### src/hdl/lbpih_pkg.sv
package lbpih_pkg;

  localparam int PIX_W     = 8;
  localparam int BIN_W     = 8;
  localparam int COORD_W   = 10;
  localparam int CNT_W     = 20;
  localparam int DIM_W     = 11;
  localparam int CFG_IDX_W = 2;
  localparam int HIST_BINS = 256;
  localparam int QUEUE_DEPTH = 2;
  localparam int WIN_TAPS  = 6;

  localparam logic [CNT_W-1:0] HIST_MAX = 20'hFFFFF;
  localparam int DIM_MIN   = 3;
  localparam int DIM_RESET = 10;

  // input opcodes
  localparam logic [1:0] OP_PIXEL = 2'd0;
  localparam logic [1:0] OP_READ  = 2'd1;
  localparam logic [1:0] OP_CLEAR = 2'd2;

  // configuration register indexes
  localparam logic [CFG_IDX_W-1:0] CFG_WIDTH  = 2'd0;
  localparam logic [CFG_IDX_W-1:0] CFG_HEIGHT = 2'd1;

  // result kinds
  localparam logic RESULT_CODE = 1'b0;
  localparam logic RESULT_BIN  = 1'b1;

  typedef enum logic [1:0] {
    K_PIXEL,
    K_READ,
    K_CLEAR
  } kind_e;

  // request as classified by the front end
  typedef struct packed {
    kind_e              kind;
    logic [PIX_W-1:0]   px;
    logic [BIN_W-1:0]   bin;
    logic               border;
    logic               emit;
    logic               last;
    logic [COORD_W-1:0] row;
    logic [COORD_W-1:0] col;
  } item_t;

endpackage

### src/hdl/lbpih_front.sv
module lbpih_front #(
  parameter int MAX_WIDTH  = 1024,
  parameter int MAX_HEIGHT = 1024
) (
  input  logic                               clk_i,
  input  logic                               rst_ni,
  input  logic                               cfg_valid_i,
  output logic                               cfg_ready_o,
  input  logic [lbpih_pkg::CFG_IDX_W-1:0]    cfg_index_i,
  input  logic [lbpih_pkg::DIM_W-1:0]        cfg_data_i,
  input  logic                               in_valid_i,
  output logic                               in_ready_o,
  input  logic [1:0]                         opcode_i,
  input  logic [lbpih_pkg::PIX_W-1:0]        pixel_value_i,
  input  logic [lbpih_pkg::BIN_W-1:0]        bin_index_i,
  input  logic                               q_ready_i,
  output logic                               q_push_o,
  output lbpih_pkg::item_t                   q_item_o,
  output logic [$clog2(MAX_WIDTH)-1:0]       q_ci_o
);

  import lbpih_pkg::*;

  localparam int CW  = $clog2(MAX_WIDTH);
  localparam int RW  = $clog2(MAX_HEIGHT);
  localparam int WDW = $clog2(MAX_WIDTH + 1);
  localparam int HDW = $clog2(MAX_HEIGHT + 1);
  localparam int W_RST = (DIM_RESET < MAX_WIDTH) ? DIM_RESET : MAX_WIDTH;
  localparam int H_RST = (DIM_RESET < MAX_HEIGHT) ? DIM_RESET : MAX_HEIGHT;

  logic [WDW-1:0] width_q, width_d;
  logic [HDW-1:0] height_q, height_d;
  logic [CW-1:0]  col_q, col_d;
  logic [RW-1:0]  row_q, row_d;
  logic           accept, restart;
  logic           col_last, row_last;
  logic [CW-1:0]  col_m1;
  logic [RW-1:0]  row_m1;

  assign cfg_ready_o = 1'b1;
  assign in_ready_o  = q_ready_i;
  assign accept      = in_valid_i && q_ready_i;
  assign restart     = (cfg_valid_i && (cfg_index_i == CFG_WIDTH || cfg_index_i == CFG_HEIGHT))
                    || (accept && opcode_i == OP_CLEAR);

  assign col_last = (WDW'(col_q) + WDW'(1)) == width_q;
  assign row_last = (HDW'(row_q) + HDW'(1)) == height_q;
  assign col_m1   = col_q - 1'b1;
  assign row_m1   = row_q - 1'b1;

  // classify the request
  always_comb begin
    q_push_o        = accept && (opcode_i == OP_PIXEL || opcode_i == OP_READ ||
                                 opcode_i == OP_CLEAR);
    q_item_o.kind   = K_PIXEL;
    if (opcode_i == OP_READ) begin
      q_item_o.kind = K_READ;
    end else if (opcode_i == OP_CLEAR) begin
      q_item_o.kind = K_CLEAR;
    end
    q_item_o.px     = pixel_value_i;
    q_item_o.bin    = bin_index_i;
    q_item_o.border = (row_q == '0) || (col_q == '0) || row_last || col_last;
    q_item_o.emit   = (row_q >= RW'(2)) && (col_q >= CW'(2));
    q_item_o.last   = row_last && col_last;
    q_item_o.row    = COORD_W'(row_m1);
    q_item_o.col    = COORD_W'(col_m1);
    q_ci_o          = col_q;
  end

  always_comb begin
    width_d  = width_q;
    height_d = height_q;
    if (cfg_valid_i) begin
      if (cfg_index_i == CFG_WIDTH) begin
        if (cfg_data_i < DIM_W'(DIM_MIN)) begin
          width_d = WDW'(DIM_MIN);
        end else if (32'(cfg_data_i) > 32'(MAX_WIDTH)) begin
          width_d = WDW'(MAX_WIDTH);
        end else begin
          width_d = WDW'(cfg_data_i);
        end
      end else if (cfg_index_i == CFG_HEIGHT) begin
        if (cfg_data_i < DIM_W'(DIM_MIN)) begin
          height_d = HDW'(DIM_MIN);
        end else if (32'(cfg_data_i) > 32'(MAX_HEIGHT)) begin
          height_d = HDW'(MAX_HEIGHT);
        end else begin
          height_d = HDW'(cfg_data_i);
        end
      end
    end
  end

  // raster position
  always_comb begin
    col_d = col_q;
    row_d = row_q;
    if (restart) begin
      col_d = '0;
      row_d = '0;
    end else if (accept && opcode_i == OP_PIXEL) begin
      if (col_last) begin
        col_d = '0;
        row_d = row_last ? '0 : row_q + 1'b1;
      end else begin
        col_d = col_q + 1'b1;
      end
    end
  end

  always_ff @(posedge clk_i or negedge rst_ni) begin
    if (!rst_ni) begin
      width_q  <= WDW'(W_RST);
      height_q <= HDW'(H_RST);
      col_q    <= '0;
      row_q    <= '0;
    end else begin
      width_q  <= width_d;
      height_q <= height_d;
      col_q    <= col_d;
      row_q    <= row_d;
    end
  end

endmodule

### config.mk
export PLATFORM = sky130hd
export DESIGN_NAME = lbpih_front
export DESIGN_NICKNAME = d
export VERILOG_FILES = /design/src/hdl/lbpih_pkg.sv /design/src/hdl/lbpih_front.sv
export SDC_FILE = /design/constraint.sdc
export NUM_CORES = 1
export LEC_CHECK = 0
export ABC_AREA = 0
export BUFFER_PORTS_ARGS = -buffer_cell sky130_fd_sc_hd__buf_2
export CAP_MARGIN = 15
export CORE_UTILIZATION = 35
export CTS_CLUSTER_DIAMETER = 40
export DETAILED_ROUTE_END_ITERATION = 7
export SETUP_SLACK_MARGIN = 0.3
export SYNTH_ARGS = -nofsm -noshare
export SYNTH_HDL_FRONTEND = slang
export SYNTH_SLANG_ARGS = --single-unit
### constraint.sdc
create_clock -name clk_i -period 2.3 [get_ports clk_i]
set_input_delay 0.345 -clock clk_i [delete_from_list [all_inputs] [get_ports clk_i]]
set_output_delay 0.345 -clock clk_i [all_outputs]
set_load 0.005 [all_outputs]
== After elaboration in Yosys (flattened, before gate mapping) ==
Index checks and enable logic that the tools add are counted.

* Output and inout bits: 54
* Input port bits: 36
* Bits in registers: 42
* Word-level logic and storage cells: 54

* Add/subtract/negate cells: 6
* Magnitude comparators: 4
* Equal/unequal tests: 5
* Bitwise logic cells: 1
* Reductions and logical operators: 23
* Multiplexer cells: 11

{| class="wikitable"
|+ Operator list
! kind !! number
|-
| $mux 10 || 7
|-
| $add 10x1->11 const B || 2
|-
| $eq 11x11->1 || 2
|-
| $mux 11 || 2
|-
| $add 10x1->10 const B || 2
|-
| $ge 10x2->1 const B || 2
|-
| $logic_not 10->1 || 2
|-
| $sub 10x1->10 const B || 2
|-
| $gt 11x11->1 const B || 1
|-
| $lt 11x2->1 const B || 1
|-
| $logic_and 1x1->1 || 7
|-
| $logic_or 1x1->1 || 7
|-
| $eq 2x1->1 const B || 2
|-
| $logic_not 2->1 || 2
|-
| $mux 2 || 2
|-
| $reduce_and 2->1 || 2
|-
| $reduce_bool 2->1 || 2
|-
| $reduce_and 3->1 || 1
|-
| $eq 2x2->1 const B || 1
|-
| $not 1->1 || 1
|}

== Depth between registers and ports, before layout ==
* Depth in word-level cells: 6
* Depth in mapped cells: 10
* Depth with buffers taken out: 9

== Least setup slack after synthesis ==
Ideal clock, no wire load.

* Path type: reg-to-reg
* Start point: reg row_q[0]
* End point: reg row_q[2]
* Path buffers: 2
* Required time: 2179 ps
* Setup slack: -286 ps
* Clock period less this slack: 2586 ps
* Arrival: 2465 ps
* Setup time: 121 ps
* Stages on the path, launching flop included: 11
* Cell sequence: dfrtp_1 > clkbuf_1 > inv_1 > ha_1 > xor2_1 > a2111oi_0 > nor4b_1 > o2111ai_1 > and2_1 > buf_2 > a22o_1

* Cells in the longest elaborated chain, start to end: 6
* Elaborated cells on any way between the ends: 7
* Classes of those cells: 2 x add/sub; 1 x eq/ne; 4 x mux

{| class="wikitable"
|+ Ends and longest elaborated chain
! element !! RTL line !! text
|-
| from (decl) || lbpih_front.sv:34 || <nowiki>logic [RW-1:0] row_q, row_d;</nowiki>
|-
| from (signal assigned) || lbpih_front.sv:122 || <nowiki>row_q <= row_d;</nowiki>
|-
| $add 10x1->11 || lbpih_front.sv:47 || <nowiki>assign row_last = (HDW'(row_q) + HDW'(1)) == height_q;</nowiki>
|-
| $eq 11x11->1 || lbpih_front.sv:47 ||
|-
| $mux 10 (*) || lbpih_front.sv:105 || <nowiki>row_d = row_last ? '0 : row_q + 1'b1;</nowiki>
|-
| $mux 10 (*) || lbpih_front.sv:103 || <nowiki>if (col_last) begin</nowiki>
|-
| $mux 10 (*) || lbpih_front.sv:102 || <nowiki>end else if (accept && opcode_i == OP_PIXEL) begin</nowiki>
|-
| $mux 10 (*) || lbpih_front.sv:99 || <nowiki>if (restart) begin</nowiki>
|}

Mark *: on every way between the ends. The rest lies on a longest branch, timed or not. The select of a mux whose other input is x is not followed.
A chain may end at the register's enable or synchronous reset.

==> metrics.csv <==
stage;metric;value;unit
critical_path;arrival_worst_endpoint;2.36;ns
power;power.static_leakage;0.00205;uW
routing;detailedRoute.firstPassIterationCount;4;
floorplanning;chipWidth;97.6;um
yosys;synth_top_family_by_area;simple AND/OR/NAND/NOR gates;
place;globalplace.congestion;0.868;
floorplanning;die_height;97.6;um
yosys;synth.area.top_cells;sky130_fd_sc_hd__dfrtp_1, sky130_fd_sc_hd__o21ai_0, sky130_fd_sc_hd__xor2_1, sky130_fd_sc_hd__buf_4, sky130_fd_sc_hd__xnor2_1;
yosys;syn_avg_cell_area;8.52;sq um
power;power_density;724;mW/mm^2
global_route;gr-usage-all-layers;19.1;%
yosys;proportion_of_synthesized_area_in_mux_cells;3.41;%
clock_tree;clkTransAtPathRegs;0.08;ns
sta;tightestPinTransition;0.811;ns
critical_path;cpLargestDelayFamily;simple AND/OR/NAND/NOR gates;
sta;clock.fmax;0.370;GHz
routing;routed_wire_length_per_instance;15.6;um
final_layout;n_diodes;0;
yosys;compound_cell_area_share_of_the_yosys_netlist;17.1;%
yosys;synth-edff-count;0;
place;port_buffers;56;
yosys;yosys.area_share.simple;23.5;%
final_layout;areaGrowthSynthToFinish;43.6;%
yosys;netlist-cell-type-count;53;
routing;detailroute.via_count;3065;
job;max-cap-violations;0;
floorplanning;core_area;0.00876;sq mm
floorplanning;initial_utilization;36.5;%
sta;fin_crit_sh;118;%
yosys;synth-warning-count;0;
sta;hold_viol_final;0;
global_route;grt_max_degree;20;
critical_path;worst-endpoint-required;1.96;ns
clock_tree;cts_num_sinks;42;
power;peakVddDrop;0.279;mV
worst_hold_path;min-delay-path-class;input pin to flop;
place;dpl-instance-area;0.00386;sq mm
sta;final.setup.tns;-3.42;ns
power;total_power;3320;uW
routing;remaining_drc_errors;0;
clock_tree;clkLatencyLatePin;0.30;ns
sta;finalClockSkew;0.00394;ns
global_route;global_route_track_usage_on_met2;29.6;%
routing;detailedRoute.firstIterationViolations;152;
run_status;violations;negative setup slack;
routing;detailed_route_vias_per_instance;5.28;
final_layout;nets;516;
global_route;vias_in_the_first_global_route;2849;
run_status;run_status;complete, but fails checks;
routing;detail-route-antenna-nets;0;
floorplanning;area_enclosed_by_the_die_boundary;0.00952;sq mm
critical_path;critPathSlowestCell;sky130_fd_sc_hd__or4_1;
yosys;ys.flop_type;sky130_fd_sc_hd__dfrtp_1;
sta;post-route-min-period;2.70;ns
sta;finalWorstSetupSlack;-0.403;ns
yosys;synthMostInstantiatedCell;sky130_fd_sc_hd__dfrtp_1;
place;detailed_place_hpwl;6710;um
critical_path;path_max_fanout;6;
final_layout;layout-drive-gt1-share;45.3;%
clock_tree;cts_max_level;2;
final_layout;final.fill_count;811;
sta;setup_viol;20;
yosys;ys_ff_latch;42;
global_route;antenna_found_initial;0;
global_route;global_route.usage.met1;27.7;%
yosys;synth_nets;419;
sta;hold_slack;0.303;ns
critical_path;path_buf_inv;1;
critical_path;critical_path.max_stage_delay;0.51;ns
critical_path;setup.worst_path.end_class;output pin;
yosys;top_cells_by_instance_count_after_synthesis;sky130_fd_sc_hd__dfrtp_1, sky130_fd_sc_hd__o21ai_0, sky130_fd_sc_hd__nand2_1;
routing;routed_wirelength;9050;um
yosys;synthDominantCellAreaShare;29.8;%
floorplanning;io_pins;90;
global_route;grt_first_pass_wirelength;14700;um
critical_path;path_class;flop to output pin;
yosys;synth_cells;375;
clock_tree;cts_tree;done;
clock_tree;max-clock-path-buffers;2;
yosys;synthDominantAreaCellType;sky130_fd_sc_hd__dfrtp_1;
clock_tree;cts_inserted_buffers;5;
yosys;synth-adder-area-share;3.13;%
yosys;yosysSeqAreaShare;33.0;%
sta;slew-limit-headroom;45.7;%
final_layout;final_cell_area;0.00459;sq mm
global_route;grtUsageMet3;3.09;%
final_layout;post-route-util;52.4;%
clock_tree;clock_root_buffer;sky130_fd_sc_hd__clkbuf_8;
critical_path;setup.worst_path.start_class;flop;
yosys;netlist_area;0.00320;sq mm
global_route;globalRouteOverflowTotal;0;
sta;slew_violations;0;
yosys;async_flop_share;100;%
global_route;globalRoute.busiestLayer;met2;
critical_path;critical_path.cell_chain;ha_4 -> nand3_2 -> or4_1 -> a21oi_2 -> a211oi_2 -> or2_4 -> nor2_2 -> buf_2;
sta;grt_setup_unrepaired;true;
floorplanning;rows;34;
yosys;synth-xor-area-share;10.1;%
-- power breakdown --
group	switching [uW]	total, uW	internal, uW
registers	122	970	849
clock network	257	461	204
logic	890	1890	1000
total	1270	3320	2060
-- final timing paths --
path                                    start            to  slack [ns]  cells past startpoint
worst max-delay path                q_ci_o[0]  q_item_o[20]       -0.40                      8
worst min-delay path            cfg_data_i[3]    width_q[3]        0.30                      3
worst max register to register      q_ci_o[0]      row_q[9]       -0.23                      9
worst min register to register    height_q[3]   height_q[3]        0.50                      2
max in group asynchronous              rst_ni    width_q[1]        1.28                      3
min in group asynchronous              rst_ni    width_q[6]        0.44                      2
-- metal layers --
metal / up-vias / routed length [um] / share of wire, %
li1: 1506 / - / -
met1: 1458 / 4180 / 46
met2: 93 / 4280 / 47
met3: 8 / 510 / 5.6
met4: 0 / 82 / 0.91
met5: - / 0 / 0
-- registers in the layout, summed over array words and instances, names as in the netlist --
signal    cells
height_q     11
q_ci_o       10
width_q      11
row_q        10
-- layout by cell type (no fill, tap or decap), types with 11 or more instances in the layout --
master,Yosys,final
sky130_fd_sc_hd__a22o_1,15,15
sky130_fd_sc_hd__buf_2,4,56
sky130_fd_sc_hd__buf_4,22,60
sky130_fd_sc_hd__buf_6,2,14
sky130_fd_sc_hd__dfrtp_1,38,33
sky130_fd_sc_hd__nand2_1,34,32
sky130_fd_sc_hd__nand2b_1,11,11
sky130_fd_sc_hd__nor2_1,23,17
sky130_fd_sc_hd__o21ai_0,35,28
sky130_fd_sc_hd__xnor2_1,18,16
sky130_fd_sc_hd__xor2_1,19,19
-- layout make-up --
class	count	area, sq um	area share, %
Inverter	10	40.0	0.872
Sequential cell	42	1060	23.1
Tap cell	108	135	2.94
Multi-Input combinational cell	280	2330	50.9
Clock buffer	5	68.8	1.50
Clock inverter	2	10.0	0.218
Timing Repair Buffer	133	938	20.4
-- worst min-delay path, cell delays in order --
cell and delay (ns):
sky130_fd_sc_hd__buf_2 0.11, sky130_fd_sc_hd__nand2b_1 0.07, sky130_fd_sc_hd__o21ai_0 0.07
-- through the flow --
step,setup WS (ns),cells
2_1_floorplan,-0.174,375
3_3_place_gp,-0.195,551
3_5_place_dp,-0.243,551
4_1_cts,-0.507,565
5_1_grt,-0.552,580
6_report,-0.403,580
-- logic make-up (layout without fill, tap and decap cells) --
logic type               count (synthesis)  after routing
flip-flops                              42             42
AO/OA/AOI/OAI                           82             82
multiplexers                            10             10
buffers and inverters                   54            150
other                                    1              1
AND/OR/NAND/NOR                        141            142
XOR/XNOR                                37             37
adder cells (fa/ha/maj)                  8              8
-- what timing repair did --
item / in CTS / in global routing
resized for setup: 62 / 31
pin swaps: 11 / 18
setup buffers: 6 / 14
hold buffers: 1 / 0
hold endpoints to repair: 9 / 0
gates cloned: 0 / 1
setup endpoints to repair: 33 / 34
Power figures use the tool's default switching activity.
