<file path="config.mk">
export PLATFORM = sky130hd
export DESIGN_NAME = lbpih_fifo
export DESIGN_NICKNAME = d
export VERILOG_FILES = /design/src/hdl/lbpih_fifo.sv
export SDC_FILE = /design/constraint.sdc
export NUM_CORES = 1
export LEC_CHECK = 0
export BUFFER_PORTS_ARGS = -buffer_cell sky130_fd_sc_hd__buf_2
export CORE_MARGIN = 2
export CORE_UTILIZATION = 53
export DETAILED_ROUTE_END_ITERATION = 16
export PLACE_DENSITY = 0.8
export SLEW_MARGIN = 20
export SYNTH_ARGS = -nofsm -noshare
export SYNTH_HDL_FRONTEND = slang
export SYNTH_SLANG_ARGS = --single-unit
</file>
<file path="constraint.sdc">
create_clock -name clk_i -period 4.23 [get_ports clk_i]
set_input_delay 0.423 -clock clk_i [delete_from_list [all_inputs] [get_ports clk_i]]
set_output_delay 0.423 -clock clk_i [all_outputs]
set_load 0.1 [all_outputs]
</file>
<file path="src/hdl/lbpih_fifo.sv">
module lbpih_fifo #(
  parameter int WIDTH = 8,
  parameter int DEPTH = 2
) (
  input  logic             clk_i,
  input  logic             rst_ni,
  input  logic             push_i,
  input  logic [WIDTH-1:0] wdata_i,
  output logic             ready_o,
  input  logic             pop_i,
  output logic             valid_o,
  output logic [WIDTH-1:0] rdata_o
);

  localparam int AW = $clog2(DEPTH);

  logic [WIDTH-1:0] mem_q [DEPTH];
  logic [AW:0]      wptr_q, wptr_d;
  logic [AW:0]      rptr_q, rptr_d;
  logic             full, empty;

  assign empty   = (wptr_q == rptr_q);
  assign full    = (wptr_q[AW] != rptr_q[AW]) && (wptr_q[AW-1:0] == rptr_q[AW-1:0]);
  assign ready_o = !full;
  assign valid_o = !empty;
  assign rdata_o = mem_q[rptr_q[AW-1:0]];

  always_comb begin
    wptr_d = wptr_q;
    rptr_d = rptr_q;
    if (push_i && !full) begin
      wptr_d = wptr_q + 1'b1;
    end
    if (pop_i && !empty) begin
      rptr_d = rptr_q + 1'b1;
    end
  end

  always_ff @(posedge clk_i or negedge rst_ni) begin
    if (!rst_ni) begin
      wptr_q <= '0;
      rptr_q <= '0;
    end else begin
      wptr_q <= wptr_d;
      rptr_q <= rptr_d;
    end
  end

  always_ff @(posedge clk_i) begin
    if (push_i && !full) begin
      mem_q[wptr_q[AW-1:0]] <= wdata_i;
    end
  end

endmodule

</file>
# Word-level counts from Yosys, hierarchy flattened
# Memories as Yosys holds them, arrays and structs flattened.
# Cells that the tools add are included.
# totals
regBits,4
latchBits,0
mem_bits_rw,16
mem_bits_ro,0
in_bits,12
output_inout_bits,10
wordCells,15
memories,1
# op_classes
n_addsub,2
n_mul,0
div_mod_pow,0
magnitude_cmp,0
eq_ne,3
shifts,0
muxes,2
bitwise,0
n_reduce_logical,5
# mem_list
memory,depth,width,rd,rd_ports_with_merged_regs,write_ports,line_no,text
mem_q,2,8,1,0,1,17,logic [WIDTH-1:0] mem_q [DEPTH];
# ops
op,count
2-bit by 1-bit adder with 2-bit output (second input constant),2
1-bit logical AND,3
2-bit equality test,1
1-bit zero test,2
1-bit 2-to-1 mux,2
1-bit equality test,1
1-bit inequality test,1

# Longest topological paths before layout
# Gate-level depths: netlist of run 1.
# depth
depth_word,6
ltp_mapped,5
depth_no_buf,3

# Worst setup path before layout of run 1
# No wires, ideal clock.
# synth_path
kind,register -> output
from,register rptr_q[0]
to,output port ready_o
arrival_ns,1.406
required_ns,3.807
slack_ns,2.401
stages_incl_launch_ff,5
path_buffers,2
path_cell_list,dfrtp_1 buf_2 buf_6 xnor2_1 nand2_1
# synth_via
elab_chain_cells,3
# synth_lines
item,line_no,text
start: declaration,19,"logic [AW:0] rptr_q, rptr_d;"
start signal: assignment,45,rptr_q <= rptr_d;
1-bit equality test,23,assign full = (wptr_q[AW] != rptr_q[AW]) && (wptr_q[AW-1:0] == rptr_q[AW-1:0]);
1-bit logical AND,23,
1-bit zero test,24,assign ready_o = !full;
end: declaration,9,"output logic ready_o,"
# No other way between the ends.

# Worst setup path in the final report of run 1
# layout_path
from,register rptr_q[0]
to,output port rdata_o[2]
# layout_via
elab_chain_cells,1
# layout_lines
item,line_no,text
memory 2 x 8 bit,n/a,
end: declaration,12,output logic [WIDTH-1:0] rdata_o
# No other way between the ends.

==> results of run 1 <==
==> layer usage <==
layer  wire, µm  track usage
met5          0            0
met4         31        0.109
met3         54       0.0367
met2        561        0.235
met1        512        0.186
==> cells in the final DEF, fill, tap and decap left out <==
master,count
a21oi_2,1
o21ai_1,2
or2_2,1
buf_2,21
edfxtp_1,16
nor3b_2,1
xor2_2,1
dfrtp_1,4
clkbuf_4,3
nand2_1,6
o21ai_0,2
a21boi_1,1
mux2_2,5
dlygate4sd3_1,1
inv_1,1
mux2_1,4
a21oi_1,1
clkbuf_1,1
nor2_2,1
mux2i_1,2
xnor2_1,2
==> flip-flops by register name, indices dropped and copies added (netlist names) <==
signal / cells
mem_q: 16
rptr_q: 2
wptr_q: 2
==> layout make-up <==
type | instances | share of cell area
timing repair buffer | 22 | 0.116
tap | 16 | 0.0202
sequential | 20 | 0.587
inverter | 1 | 0.00379
clock buffer | 4 | 0.0265
multi-input combinational | 30 | 0.247
==> kinds of logic after synthesis <==
kind of cell           Yosys count
AO/OA/AOI/OAI                    7
multiplexers                    11
AND/OR/NAND/NOR                  9
XOR/XNOR                         3
buffers and inverters            4
flip-flops                      20
==> synth_stat cells (all sizes together) <==
cell type / n / area, µm²
xnor2: 2 / 17.5
buf: 3 / 21.3
inv: 1 / 3.75
dfrtp: 4 / 100
nand2: 6 / 22.5
a21boi: 1 / 7.51
xor2: 1 / 16.3
nor2: 1 / 6.26
o21ai: 4 / 20.0
nor3b: 1 / 12.5
mux2: 9 / 101
a21oi: 2 / 13.8
edfxtp: 16 / 480
or2: 1 / 6.26
mux2i: 2 / 20.0
==> metrics by stage <==
step	std cells	worst slack, ns	hold WS [ns]	utilization	cell area (µm²)
finish	93	2.11	0.304	0.657	990
global route	93	2.01	0.287	0.657	990
CTS	93	2.07	0.299	0.657	990
detailed placement	88	2.42	0.232	0.633	953
global placement	88	2.41	0.229	0.633	953
floorplan	54	2.40	0.127	-	850
==> worst max path at each step <==
stage	start	end	slack, ns	cells after the start
4_1_cts	rptr_q[0]	rdata_o[2]	2.07	2
2_1_floorplan	rptr_q[0]	ready_o	2.40	4
3_5_place_dp	rptr_q[0]	rdata_o[2]	2.42	2
6_report	rptr_q[0]	rdata_o[2]	2.11	2
5_1_grt	rptr_q[0]	ready_o	2.01	3
3_3_place_gp	rptr_q[0]	valid_o	2.41	3
==> flow_summary.toml, run 1 <==
[critical_path]
worstSetupStartpointType = "flop"
rr_startpoint = "wptr_q[1]"
path_buf_inv = 1
ff2ff_path_depth = 3
cpMaxStageDelayCell = "dfrtp_1"
critPathArrivalTime_ns = 1.70
worstPathRequired_ns = 3.81
r2r-end = "mem_q[0][3]"
reg2reg_slack_ns = 2.46
path_cells = "mux2_2 > buf_2"
path_delay_family = "flip-flops"
endpoint_kind = "primary output"
timing_worst_setup_path_type = "flop to primary output"
path_max_fanout = 15
slowest_delay_ns = 0.71

[die]
die_h_um = 44.0
die-area_um2 = 1940
core_um2 = 1510
die_w_um = 44.0
io_pins = 22
rows = 14
start_util = 0.564

[place]
gp_congestion = 0.737
place.port_buffers = 21
post-dp-hpwl_um = 835

[clock_tree]
hold_buffers = 1
clkTransAtPathRegs_ns = 0.10
cts_buffer_depth = 2
ctsResizeCount = 0
root_buffer = "clkbuf_4"
cts_tree = "yes"
clkLatencyLatePin_ns = 0.30
cts_setup_buffers = 0
clkSinkCount = 20
h-tree-depth = 1
cts_buffers = 3

[grt]
grt_pass1_vias = 495
grt.total_usage = 0.152
grt_overflow = 0
grt_max_degree = 16
antenna_found_initial = 0
grt_pass1_wl_um = 2010

[sta]
post-route-min-period_ns = 2.12
rsz0062_at_grt = "false"
period_share = 0.501
setup_viol = 0
worst_slew_pin_slew_ns = 0.840
timing.final.max_slew_violations = 0
slew_headroom = 0.440
tns_ns = 0
max_freq_mhz = 472
skew_ns = 0.00237
finalHoldViolations = 0

[route]
wl_um = 1160
viasPerCell = 5.08
antenna_left = 0
post_drt_wl_per_cell_um = 12.5
vias = 472
drc_errors = 0
firstDrtPassIters = 2
drtIter0Drc = 2

[yosys]
avgSynthCellArea_um2 = 15.7
muxShareOfSynthArea = 0.143
syn_nets = 66
synth_adder_area_share = 0
synthSimpleGateAreaFrac = 0.0560
ys_ff_latch = 20
synth_top_family_by_area = "multiplexers"
syn_area_um2 = 850
seq_area_frac_synth = 0.683
synth_compound_area_frac = 0.0486
synth.distinct_cells = 19
yosys.area_share.xor_xnor = 0.0398
yosysWarnings = 0
synth_cells = 54

[finish]
multi_input_area_um2 = 244
antennaDiodeCount = 0
syn2layout_area_growth_pct = 16.5
layout.nets = 90
fill_cells = 116
drive_gt1_frac = 0.442
seq_area_um2 = 581

[job]
cap_violations = 0

[outcome]
status = "finished, final reports clean"

[min_path]
holdCritPathClass = "input pin to flop"
min_from = "wdata_i[4]"
whs_path_depth = 1
min_to = "mem_q[0][4]"
Power of run 1 is left out: the tool's default activity adds up to more than one toggle a clock period on the data nets, which glitch-free logic cannot reach.
==> inputs of run 2 (changes only) <==
CORE_UTILIZATION = 45   (was 53)
PLACE_DENSITY = 0.72   (was 0.8)
clock period = 1.9 ns   (was 4.23 ns; I/O delays follow)
==> run 2 against run 1 <==
  * Routed wire length rose by 7.6%
  * Design area grew 3.5%
  * Clock-buffer cell count fell by 1
  * Sequential cell count did not move
  * Final cell count grew 13%
  * First-iteration DRC count is 100% higher
  * Register-to-register slack got worse by 2.1 ns
  * Global-route usage fell by 1.4 points
  * Via count is 4.4% higher
  * Die area up 16%
==> flow_summary.toml, run 2 (same netlist as run 1, synthesis figures left out) <==
[job]
cap_violations = 0

[grt]
grt_pass1_vias = 488
grt_overflow = 0
grt_max_degree = 16
grt.total_usage = 0.138
antenna_found_initial = 0
grt_pass1_wl_um = 2080

[route]
post_drt_wl_per_cell_um = 11.9
route.met2.wl_um = 593
routedLengthMet1_um = 589
firstDrtPassIters = 3
top_layer = "met4"
vias = 493
met3_length_um = 54
wl_um = 1250
drtIter0Drc = 4
antenna_left = 0
viasPerCell = 4.70
drc_errors = 0

[critical_path]
worstPathRequired_ns = 1.71
worstSetupStartpointType = "flop"
critPathArrivalTime_ns = 1.54
timing_worst_setup_path_type = "flop to primary output"
path_max_fanout = 15
ff2ff_path_depth = 4
endpoint_kind = "primary output"

[die]
die_w_um = 47.5
start_util = 0.487
io_pins = 22
rows = 15
die_h_um = 47.5
die-area_um2 = 2250
core_um2 = 1750

[finish]
fill_cells = 147
antennaDiodeCount = 0
syn2layout_area_growth_pct = 20.6
mostFrequentLayoutCells = "buf_2 (21), edfxtp_1 (16), nand2_1 (6)"
multi_input_area_um2 = 244
largest_register_ffs = 16
final_common_cell = "buf_2"
fin_cells = 105
drive_gt1_frac = 0.475
final_area_um2 = 1020
seq_area_um2 = 582
layout.nets = 93

[place]
gp_congestion = 0.761
post-dp-hpwl_um = 916
place.port_buffers = 21
dp.cells = 100
placedInstanceArea_um2 = 987

[clock_tree]
cts_buffers = 3
root_buffer = "clkbuf_4"
clkSinkCount = 20
clkLatencyLatePin_ns = 0.29
clkTransAtPathRegs_ns = 0.11
cts_buffer_depth = 2
cts_tree = "yes"
cts_setup_buffers = 0
h-tree-depth = 1

[sta]
period_share = 0.912
tns_ns = 0
finalHoldViolations = 0
hold_ws_ns = 0.0793
skew_ns = 0.00387
rsz0062_at_grt = "false"
worst_slew_pin_slew_ns = 0.490
max_freq_mhz = 577
timing.final.max_slew_violations = 0
post-route-min-period_ns = 1.73
slew_headroom = 0.676
setup_viol = 0

[min_path]
whs_path_depth = 1
holdCritPathClass = "input pin to flop"

[outcome]
status = "finished, final reports clean"
## run 2: layout make-up
type / instances / share of cell area
well taps: 25 / 0.0305
flip-flops and latches: 20 / 0.568
inverters: 1 / 0.00366
clock inverters: 1 / 0.00366
multi-input cells: 30 / 0.238
repair buffers: 25 / 0.134
clock buffers: 3 / 0.0220
## run 2: worst max-delay path: stages, from the launching register on
cell     delay, ns
dfrtp_2       0.59
mux2_1        0.37
buf_2         0.30
## run 2: repair_timing
action                                  4_1_cts  5_1_grt
hold buffers                                  1        0
gates resized for setup                       1        0
endpoints found under the hold margin         4        0
endpoints found under the setup margin        7        0
## run 2: per-layer routing
metal / vias up / global-route usage
met2: 14 / 0.230
met3: 2 / 0.0226
met5: - / 0
li1: 246 / -
met1: 231 / 0.176
met4: 0 / 0.0667
## run 2: worst paths after layout
| path | startpoint | endpoint | slack (ns) |
|---|---|---|---|
| max in group asynchronous | rst_ni | rptr_q[0] | 1.56 |
| worst max register to register | wptr_q[1] | mem_q[0][7] | 0.39 |
| min in group asynchronous | rst_ni | rptr_q[1] | 0.21 |
| worst min register to register | wptr_q[1] | wptr_q[1] | 0.63 |
| worst max-delay path | rptr_q[0] | rdata_o[0] | 0.17 |
| worst min-delay path | wdata_i[4] | mem_q[1][4] | 0.08 |
## run 2: per-stage QoR
stage	setup slack (ns)	utilization
finish	0.167	0.587
floorplan	0.304	-
detailed placement	0.322	0.566
global route	0.114	0.587
global placement	0.335	0.566
CTS	0.160	0.587
Power of run 2 is left out for the same reason.
==> inputs of run 3 (changes only) <==
HOLD_SLACK_MARGIN = 0.1   (was not set)
==> run 3 against run 2 <==
  * Sequential cell count stayed put
  * Clock-buffer cell count stayed put
  * Global-route usage is 1.4 points higher
  * Setup slack worse by 0.0014 ns
  * Worst hold slack better by 0.095 ns
==> flow_summary.toml, run 3 (same netlist as run 1, synthesis figures left out) <==
[die]
start_util = 0.487
die_h_um = 47.5
die-area_um2 = 2250
die_w_um = 47.5
rows = 15
core_um2 = 1750
io_pins = 22

[critical_path]
worstPathRequired_ns = 1.71
rr_startpoint = "wptr_q[1]"
worstSetupStartpointType = "flop"
ff2ff_path_depth = 4
cpMaxStageDelayCell = "dfrtp_2"
critPathArrivalTime_ns = 1.54
path_cells = "mux2_1 > buf_2"
timing_worst_setup_path_type = "flop to primary output"
slowest_delay_ns = 0.59
path_max_fanout = 15
cp-startpoint = "rptr_q[0]"
endpoint_kind = "primary output"

[clock_tree]
cts_buffer_depth = 2
clkLatencyLatePin_ns = 0.29
clkSinkCount = 20
cts_tree = "yes"
cts_buffers = 3
root_buffer = "clkbuf_4"
clkTransAtPathRegs_ns = 0.11
cts_setup_buffers = 0
h-tree-depth = 1

[sta]
max_freq_mhz = 577
tns_ns = 0
setup_viol = 0
finalHoldViolations = 0
period_share = 0.913
skew_ns = 0.00542
slew_headroom = 0.675
rsz0062_at_grt = "false"
post-route-min-period_ns = 1.73
worst_slew_pin_slew_ns = 0.491
timing.final.max_slew_violations = 0

[grt]
antenna_found_initial = 0
grt.total_usage = 0.152
grt_max_degree = 16
grt_pass1_vias = 578
grt_overflow = 0
grt_pass1_wl_um = 2290

[route]
post_drt_wl_per_cell_um = 12.1
wl_um = 1380
vias = 529
antenna_left = 0
drtIter0Drc = 1
viasPerCell = 4.64
firstDrtPassIters = 3
drc_errors = 0

[min_path]
holdCritPathClass = "input pin to flop"
whs_path_depth = 3
min_from = "pop_i"

[finish]
final_common_cell = "buf_2"
syn2layout_area_growth_pct = 31.2
antennaDiodeCount = 0
fill_cells = 139
layout.nets = 102
seq_area_um2 = 582
drive_gt1_frac = 0.427
largest_register_ffs = 16
mostFrequentLayoutCells = "buf_2 (21), edfxtp_1 (16), dlygate4sd3_1 (10)"
multi_input_area_um2 = 244

[outcome]
status = "finished, final reports clean"

[place]
post-dp-hpwl_um = 916
place.port_buffers = 21
gp_congestion = 0.761

[job]
cap_violations = 0
-- run 3: changes by cell type in the layout (fill, tap and decap cells not counted) --
cell,before,now
dlygate4sd3_1,1,10
-- run 3: final timing paths --
path,to,slack (ns)
min,rptr_q[0],0.17
max in group asynchronous,rptr_q[0],1.56
min reg2reg,wptr_q[1],0.63
max reg2reg,mem_q[0][7],0.39
max,rdata_o[0],0.17
min in group asynchronous,rptr_q[1],0.21
-- run 3: final cells by class --
cell class,instances,area share
Clock inverter,1,0.00337
Tap cell,25,0.0281
Inverter,1,0.00337
Clock buffer,3,0.0202
Multi-Input combinational cell,30,0.219
Sequential cell,20,0.522
Timing Repair Buffer,34,0.204
-- run 3: per-layer routing --
| metal | routed length [µm] | vias up | global-route usage |
|---|---|---|---|
| met2 | 708 | 14 | 0.284 |
| met4 | 10 | 0 | 0.0667 |
| met3 | 48 | 2 | 0.0226 |
| met5 | 0 | - | 0 |
| met1 | 611 | 246 | 0.168 |
| li1 | - | 267 | - |
-- run 3: repair_timing --
item	in CTS	in global routing
setup endpoints to repair	7	0
hold buffers	10	0
gates resized for setup	1	0
endpoints found under the hold margin	21	0
-- run 3: critical path, delay by kind of cell, from the launching register on --
family,cells,cell delay [ns]
buffers and inverters,1,0.30
DFF,1,0.59
muxes,1,0.37
-- run 3: per-stage QoR --
step	cell area, µm²	setup WS [ns]	hold slack, ns	utilization	instances
global placement	987	0.335	0.000765	0.566	100
detailed placement	987	0.322	-0.00171	0.566	100
finish	1110	0.166	0.174	0.639	114
global route	1110	0.114	0.205	0.639	114
CTS	1110	0.160	0.170	0.639	114
floorplan	850	0.304	-0.106	-	54
Power of run 3 is left out for the same reason.
